--- src/hw/rtl/dsrts_pkg.sv ---
// shared types and constants for the dual servo turnout driver
package dsrts_pkg;

   localparam int WidthBits = 8;

   typedef enum logic [1:0] {
      CODE_UNKNOWN = 2'd0,
      CODE_LEFT    = 2'd1,
      CODE_RIGHT   = 2'd2,
      CODE_CENTER  = 2'd3
   } code_type;

   typedef enum logic {
      KIND_TICK = 1'b0,
      KIND_INIT = 1'b1
   } kind_type;

   typedef enum logic [1:0] {
      REG_UPPER_LIMIT = 2'd0,
      REG_LOWER_LIMIT = 2'd1,
      REG_RAMP_RATE   = 2'd2,
      REG_STALL_TICKS = 2'd3
   } reg_index_type;

   localparam logic [WidthBits-1:0] UpperLimitReset = 8'd170;
   localparam logic [WidthBits-1:0] LowerLimitReset = 8'd80;
   localparam logic [WidthBits-1:0] RampRateReset   = 8'd2;
   localparam logic [WidthBits-1:0] StallTicksReset = 8'd50;
   localparam logic [WidthBits-1:0] WidthReset      = 8'd125;
   localparam logic [WidthBits-1:0] StallCountReset = 8'd50;

   localparam logic [7:0] MainLampsAllRed = 8'hAA;
   localparam logic [1:0] LowerLampGreen  = 2'd1;
   localparam logic [1:0] LowerLampRed    = 2'd2;
   localparam logic [1:0] LowerLampYellow = 2'd3;

   typedef struct packed {
      logic [WidthBits-1:0] upper_limit;
      logic [WidthBits-1:0] lower_limit;
      logic [WidthBits-1:0] ramp_rate;
      logic [WidthBits-1:0] stall_ticks;
   } cfg_type;

   typedef struct packed {
      logic [WidthBits-1:0] width_one;
      logic [WidthBits-1:0] width_two;
      logic [WidthBits-1:0] stall_count;
   } state_type;

   typedef struct packed {
      logic [WidthBits-1:0] servo_one_width;
      logic [WidthBits-1:0] servo_two_width;
      logic                 pulse_active;
      logic [7:0]           main_lamps;
      logic [1:0]           lower_lamps;
   } result_type;

endpackage

--- src/hw/rtl/dsrts_core.sv ---
// servo init and ramp, stall countdown and lamp decode for one word
module dsrts_core import dsrts_pkg::*; (
   input  kind_type  kind,
   input  code_type  code,
   input  cfg_type   cfg,
   input  state_type state,
   output state_type state_next,
   output result_type result
);

   function automatic logic [WidthBits-1:0] ramp_down(input logic [WidthBits-1:0] w,
                                                      input cfg_type c);
      logic [WidthBits:0] floor_sum;
      begin
         floor_sum = {1'b0, c.lower_limit} + {1'b0, c.ramp_rate};
         if ({1'b0, w} >= floor_sum) begin
            ramp_down = w - c.ramp_rate;
         end else begin
            ramp_down = c.lower_limit;
         end
      end
   endfunction

   function automatic logic [WidthBits-1:0] ramp_up(input logic [WidthBits-1:0] w,
                                                    input cfg_type c);
      logic [WidthBits:0] sum;
      begin
         sum = {1'b0, w} + {1'b0, c.ramp_rate};
         if (sum <= {1'b0, c.upper_limit}) begin
            ramp_up = sum[WidthBits-1:0];
         end else begin
            ramp_up = c.upper_limit;
         end
      end
   endfunction

   logic [WidthBits-1:0] w1;
   logic [WidthBits-1:0] w2;
   logic [WidthBits-1:0] count_loaded;
   logic [WidthBits:0]   mid_sum;
   logic                 between_any;
   logic                 pulse;
   logic                 one_up, one_lo, two_up, two_lo;
   logic                 left_g, center_g, right_g;

   assign mid_sum = {1'b0, cfg.upper_limit} + {1'b0, cfg.lower_limit};

   always_comb begin
      w1 = state.width_one;
      w2 = state.width_two;
      if (kind == KIND_INIT) begin
         case (code)
            CODE_LEFT: begin
               w1 = cfg.upper_limit;
               w2 = cfg.upper_limit;
            end
            CODE_CENTER: begin
               w1 = cfg.lower_limit;
               w2 = cfg.upper_limit;
            end
            CODE_RIGHT: begin
               w1 = cfg.lower_limit;
               w2 = cfg.lower_limit;
            end
            default: begin
               w1 = mid_sum[WidthBits:1];
               w2 = mid_sum[WidthBits:1];
            end
         endcase
      end else begin
         case (code)
            CODE_LEFT: begin
               w1 = ramp_down(state.width_one, cfg);
               w2 = ramp_up(state.width_two, cfg);
            end
            CODE_CENTER: begin
               w1 = ramp_down(state.width_one, cfg);
               w2 = ramp_down(state.width_two, cfg);
            end
            CODE_RIGHT: begin
               w1 = ramp_up(state.width_one, cfg);
               w2 = ramp_down(state.width_two, cfg);
            end
            default: begin
               w1 = state.width_one;
               w2 = state.width_two;
            end
         endcase
      end
   end

   assign between_any = (w1 < cfg.upper_limit && w1 > cfg.lower_limit) ||
                        (w2 < cfg.upper_limit && w2 > cfg.lower_limit);

   assign count_loaded = (code != CODE_UNKNOWN && between_any) ? cfg.stall_ticks
                                                                : state.stall_count;
   assign pulse = (count_loaded != '0);

   // equal limits count as upper
   assign one_up = (w1 == cfg.upper_limit);
   assign one_lo = !one_up && (w1 == cfg.lower_limit);
   assign two_up = (w2 == cfg.upper_limit);
   assign two_lo = !two_up && (w2 == cfg.lower_limit);

   assign left_g   = one_lo && two_up && (code == CODE_LEFT);
   assign center_g = one_lo && two_lo && (code == CODE_CENTER);
   assign right_g  = one_up && two_lo && (code == CODE_RIGHT);

   always_comb begin
      state_next.width_one = w1;
      state_next.width_two = w2;
      result.servo_one_width = w1;
      result.servo_two_width = w2;
      if (kind == KIND_INIT) begin
         state_next.stall_count = cfg.stall_ticks;
         result.pulse_active    = 1'b0;
         result.main_lamps      = MainLampsAllRed;
         result.lower_lamps     = LowerLampRed;
      end else begin
         state_next.stall_count = pulse ? count_loaded - 1'b1 : count_loaded;
         result.pulse_active    = pulse;
         result.main_lamps      = {!center_g, center_g, !left_g, left_g,
                                   !center_g, center_g, !right_g, right_g};
         if (left_g) begin
            result.lower_lamps = LowerLampGreen;
         end else if (right_g) begin
            result.lower_lamps = LowerLampYellow;
         end else begin
            result.lower_lamps = LowerLampRed;
         end
      end
   end

endmodule

--- src/hw/rtl/dual_servo_ramp_turnout_signal.sv ---
// top level of the dual servo turnout driver with signal lamps
// a request word goes to the input register, its response word to the output register
// throughput: one word per cycle; the servo state updates as a word leaves the input register
// a stalled response holds the input register, which then stalls the request side
// reset: synchronous, active high; restores register defaults, widths 125, countdown 50
module dual_servo_ramp_turnout_signal import dsrts_pkg::*; (
   input  logic                 clock,
   input  logic                 reset,
   input  logic                 req_valid,
   output logic                 req_stall,
   input  logic                 req_kind,
   input  logic [1:0]           req_switch_code,
   output logic                 rsp_valid,
   input  logic                 rsp_stall,
   output logic [WidthBits-1:0] rsp_servo_one_width,
   output logic [WidthBits-1:0] rsp_servo_two_width,
   output logic                 rsp_pulse_active,
   output logic [7:0]           rsp_main_lamps,
   output logic [1:0]           rsp_lower_lamps,
   input  logic                 csr_valid,
   output logic                 csr_ready,
   input  logic [1:0]           csr_index,
   input  logic [WidthBits-1:0] csr_data
);

   cfg_type    cfg_ff;
   state_type  state_ff;
   state_type  state_in;
   result_type result_in;
   result_type result_ff;
   logic       in_valid_ff;
   kind_type   kind_ff;
   code_type   code_ff;
   logic       out_valid_ff;
   logic       advance;
   logic       take_req;

   assign csr_ready = 1'b1;
   assign advance   = in_valid_ff && (!out_valid_ff || !rsp_stall);
   assign req_stall = in_valid_ff && !advance;
   assign take_req  = req_valid && !req_stall;

   dsrts_core u_core (
      .kind       (kind_ff),
      .code       (code_ff),
      .cfg        (cfg_ff),
      .state      (state_ff),
      .state_next (state_in),
      .result     (result_in)
   );

   always_ff @(posedge clock) begin
      if (reset) begin
         cfg_ff.upper_limit   <= UpperLimitReset;
         cfg_ff.lower_limit   <= LowerLimitReset;
         cfg_ff.ramp_rate     <= RampRateReset;
         cfg_ff.stall_ticks   <= StallTicksReset;
         state_ff.width_one   <= WidthReset;
         state_ff.width_two   <= WidthReset;
         state_ff.stall_count <= StallCountReset;
         in_valid_ff          <= 1'b0;
         out_valid_ff         <= 1'b0;
      end else begin
         if (csr_valid && csr_ready) begin
            unique case (reg_index_type'(csr_index))
               REG_UPPER_LIMIT: cfg_ff.upper_limit <= csr_data;
               REG_LOWER_LIMIT: cfg_ff.lower_limit <= csr_data;
               REG_RAMP_RATE:   cfg_ff.ramp_rate   <= csr_data;
               REG_STALL_TICKS: cfg_ff.stall_ticks <= csr_data;
               default: ;
            endcase
         end
         if (advance) begin
            state_ff <= state_in;
         end
         if (take_req) begin
            in_valid_ff <= 1'b1;
         end else if (advance) begin
            in_valid_ff <= 1'b0;
         end
         if (advance) begin
            out_valid_ff <= 1'b1;
         end else if (!rsp_stall) begin
            out_valid_ff <= 1'b0;
         end
      end
   end

   // payload registers
   always_ff @(posedge clock) begin
      if (take_req) begin
         kind_ff <= kind_type'(req_kind);
         code_ff <= code_type'(req_switch_code);
      end
      if (advance) begin
         result_ff <= result_in;
      end
   end

   assign rsp_valid           = out_valid_ff;
   assign rsp_servo_one_width = result_ff.servo_one_width;
   assign rsp_servo_two_width = result_ff.servo_two_width;
   assign rsp_pulse_active    = result_ff.pulse_active;
   assign rsp_main_lamps      = result_ff.main_lamps;
   assign rsp_lower_lamps     = result_ff.lower_lamps;

endmodule

--- config.mk ---
export PLATFORM = sky130hd
export DESIGN_NAME = dual_servo_ramp_turnout_signal
export DESIGN_NICKNAME = d
export VERILOG_FILES = /design/src/hw/rtl/dsrts_pkg.sv /design/src/hw/rtl/dsrts_core.sv /design/src/hw/rtl/dual_servo_ramp_turnout_signal.sv
export SDC_FILE = /design/constraint.sdc
export NUM_CORES = 1
export LEC_CHECK = 0
export BUFFER_PORTS_ARGS = -buffer_cell sky130_fd_sc_hd__buf_2
export CAP_MARGIN = 15
export CORE_ASPECT_RATIO = 1.2
export CORE_MARGIN = 4
export CORE_UTILIZATION = 45
export DETAILED_ROUTE_END_ITERATION = 7
export PLACE_DENSITY = 0.6
export SLEW_MARGIN = 30
export SYNTH_ARGS = -nofsm -noshare
export SYNTH_HDL_FRONTEND = slang
export SYNTH_HIERARCHICAL = 1
export SYNTH_SLANG_ARGS = --single-unit
--- constraint.sdc ---
create_clock -name clock -period 7.1 [get_ports clock]
set_clock_uncertainty 0.1 [all_clocks]
set_input_delay 1.42 -clock clock [delete_from_list [all_inputs] [get_ports clock]]
set_output_delay 1.42 -clock clock [all_outputs]
set_load 0.01 [all_outputs]
==> metrics.md <==
| Metric | Value |
|---|---|
| Worst r2r path cells | `33` |
| Vias/cell | `5.95` |
| N_diodes | `0` |
| Worst rel slew slack | `0.422` |
| Fin crit period | `6.80 ns` |
| Overall power | `0.00187 W` |
| Die width | `131 µm` |
| P_leak | `4.05 nW` |
| WHS Path Cells | `2` |
| Crit Path Class | `flip-flop to flip-flop` |
| Fin nets | `1138` |
| Synth Instances | `950` |
| Synth Warn # | `6` |
| Yosys cell types | `70` |
| Maxcap violations | `0` |
| Die area | `20500 µm²` |
| Dpl hpwl | `19.5 mm` |
| Power Dens Cells | `202 nW/µm²` |
| First-pass GRT wire length | `39.1 mm` |
| Final hold vios | `0` |
| Primary FF master, synth | `dfxtp_1` |
| CTS Hold Bufs | `0` |
| Layout cells sized above 1 | `0.156` |
| Arr. time, crit path | `6.98 ns` |
| Final critical-path share of the clock period | `0.958` |
| Worst EP required | `7.28 ns` |
| Fin Hold WS | `0.403 ns` |
| Worst hold path startpoint | `in_valid_ff` |
| CP max FO | `6` |
| R2r setup slk | `0.30 ns` |
| Num rows | `53` |
| GPL Wtd Cong | `0.966` |
| Seq/Total Area, Yosys | `0.251` |
| I/O Pins | `48` |
| Max Buffers Root-to-Sink | `2` |
| Status | `completed` |
| CTS sink count | `88` |
| Initial DRC count | `510` |
| Total CTS buffers | `9` |
| Most common cell after layout, fill and taps aside | `nor2_1` |
| IR Drop Worst-Case VDD | `0.000127 V` |
| Aggregate global routing overflow | `0` |
| CTS tree | `done` |
| Syn Nets | `1081` |
| Cell Area, Synth | `8200 µm²` |
| Core Box Area | `17700 µm²` |
| Reg-to-Reg End | `state_ff[1]` |
| Fin area | `9250 µm²` |
| Setup total negative slack | `0 ns` |
| WHS Endpoint | `rsp_valid` |
| Fill count | `1700` |
| Max incr delay on CP | `0.37 ns` |
| Slew Limit Fails | `0` |
| Vias in the first global route | `6996` |
| DRC | `0` |
| CP endpoint kind | `flip-flop` |
| Hold/Removal Path Class | `flip-flop to flip-flop` |
| Worst-Skew Late Latency | `0.36 ns` |
| Slew @ Worst Pin | `0.867 ns` |
| Vert. Die Dim | `156 µm` |
| Initial antenna violation count | `0` |
| Final setup viols | `0` |
| Asr flop ratio synth | `0` |
| Antenna-violating nets left | `0` |
| Post-place instance area | `8720 µm²` |
| Yosys reg bits | `88` |
| Startpoint types | `flip-flop` |
| Root Buffer | `clkbuf_16` |
| Clock transition at the registers of the reported paths | `0.07 ns` |
| Routed WL per cell | `20.7 µm` |
| Pre-antenna DRT Iters | `5` |
| Htree depth | `3` |
| Fmax | `0.147 GHz` |
| Final wirelength | `25.5 mm` |
| Port buffer count | `46` |
| Avg Cell Area, Syn | `8.64 µm²` |
| Vias | `7326` |
| EDFF count, synth | `30` |
| Initial Utilization | `0.463` |
| Most frequent cells in the layout | `108 x nor2_1, 105 x ha_1, 77 x mux2i_1` |
| Critical path's slowest cell | `a311oi_2` |
| Largest net degree at the start of global routing | `97` |
| Overall Global Routing Usage | `0.245` |
| Origin of the critical flop-to-flop path | `cfg_ff[9]` |
| P&R area growth vs syn | `12.7%` |
==> worst max-delay path by stage <==
stage / slack (ns) / end / start / depth (start not counted)
6_report: 0.30 / state_ff[1] / cfg_ff[9] / 33
5_1_grt: -0.03 / state_ff[1] / cfg_ff[9] / 32
4_1_cts: 0.04 / state_ff[5] / cfg_ff[8] / 31
3_5_place_dp: 0.01 / state_ff[5] / cfg_ff[8] / 30
3_3_place_gp: 0.009 / state_ff[5] / cfg_ff[8] / 31
2_1_floorplan: 0.19 / state_ff[5] / cfg_ff[9] / 31
==> worst max-delay path, delay by kind of cell, from the launching register on <==
family,cells,cell delay [ns]
AO/OA/AOI/OAI,17,3.26
adder cells (fa/ha/maj),4,1.06
AND/OR/NAND/NOR,7,1.02
buffers and inverters,3,0.57
flip-flops,1,0.36
XOR/XNOR,1,0.22
multiplexers,1,0.15
==> power by group <==
part	internal (W)	leakage [nW]	switching [W]	total, W
registers	0.000555	0.740	0.0000289	0.000583
logic	0.000360	3.18	0.000459	0.000820
clock network	0.000241	0.136	0.000225	0.000466
total	0.00116	4.05	0.000713	0.00187
==> synthesized netlist by cell type (9+ instances only) <==
| cell type | instances | area (µm²) |
|---|---|---|
| a211oi_1 | 14 | 105 |
| a21o_1 | 15 | 113 |
| a21oi_1 | 60 | 300 |
| a221o_1 | 9 | 90.1 |
| buf_2 | 10 | 50.1 |
| buf_4 | 23 | 173 |
| clkbuf_1 | 17 | 63.8 |
| dfxtp_1 | 58 | 1160 |
| edfxtp_1 | 30 | 901 |
| ha_1 | 107 | 1340 |
| inv_1 | 64 | 240 |
| mux2i_1 | 77 | 771 |
| nand2_1 | 26 | 97.6 |
| nand2b_1 | 60 | 375 |
| nand3_1 | 18 | 90.1 |
| nor2_1 | 109 | 409 |
| nor3_1 | 18 | 90.1 |
| o211ai_1 | 12 | 90.1 |
| o21ai_0 | 42 | 210 |
| xnor2_1 | 23 | 201 |
| xor2_1 | 11 | 96.3 |
==> flip-flops by register name, indices dropped and copies added (netlist names) <==
| signal | count |
|---|---|
| rsp_servo_two_width | 8 |
| rsp_valid | 1 |
| in_valid_ff | 1 |
| rsp_lower_lamps | 2 |
| cfg_ff | 32 |
| state_ff | 24 |
| rsp_main_lamps | 8 |
| kind_ff | 1 |
| rsp_pulse_active | 1 |
| code_ff | 2 |
| rsp_servo_one_width | 8 |
==> stage by stage <==
stage / utilization / std cells / setup slack (ns)
floorplan: - / 950 / 0.187
global placement: 0.492 / 1203 / 0.00892
detailed placement: 0.492 / 1203 / 0.0111
CTS: 0.509 / 1219 / 0.0379
global route: 0.522 / 1232 / -0.0342
finish: 0.522 / 1232 / 0.301
==> metal layers <==
layer  track usage  share of wire  wire length (µm)
met1         0.304           0.43             11000
met2         0.410           0.46             11800
met3        0.0323          0.050              1280
met4         0.146          0.060              1520
met5             0              0                 0
==> kinds of logic after synthesis <==
family,share of synthesized area
xor+xnor,0.0383
simple gates,0.179
mux,0.0953
compound gates,0.190
other cells,0.000457
flops,0.251
buf+inv,0.0683
fa+ha+maj,0.178
==> cell type report <==
cell class,instances,area [µm²],area share
tap,220,275,0.0298
clock buffer,9,225,0.0244
sequential,88,2060,0.223
clock inverter,7,58.8,0.00636
multi-input combinational,743,5730,0.620
timing repair buffer,101,647,0.0700
inverter,64,244,0.0264
==> what timing repair did <==
| item | 4_1_cts | 5_1_grt |
|---|---|---|
| setup buffers | 0 | 12 |
| endpoints found under the setup margin | 4 | 9 |
| gates cloned | 0 | 1 |
| gates resized for setup | 2 | 31 |
| endpoints found under the hold margin | 0 | 0 |
| pin swaps | 0 | 10 |
No activity file was read; power rests on OpenSTA's default activity.
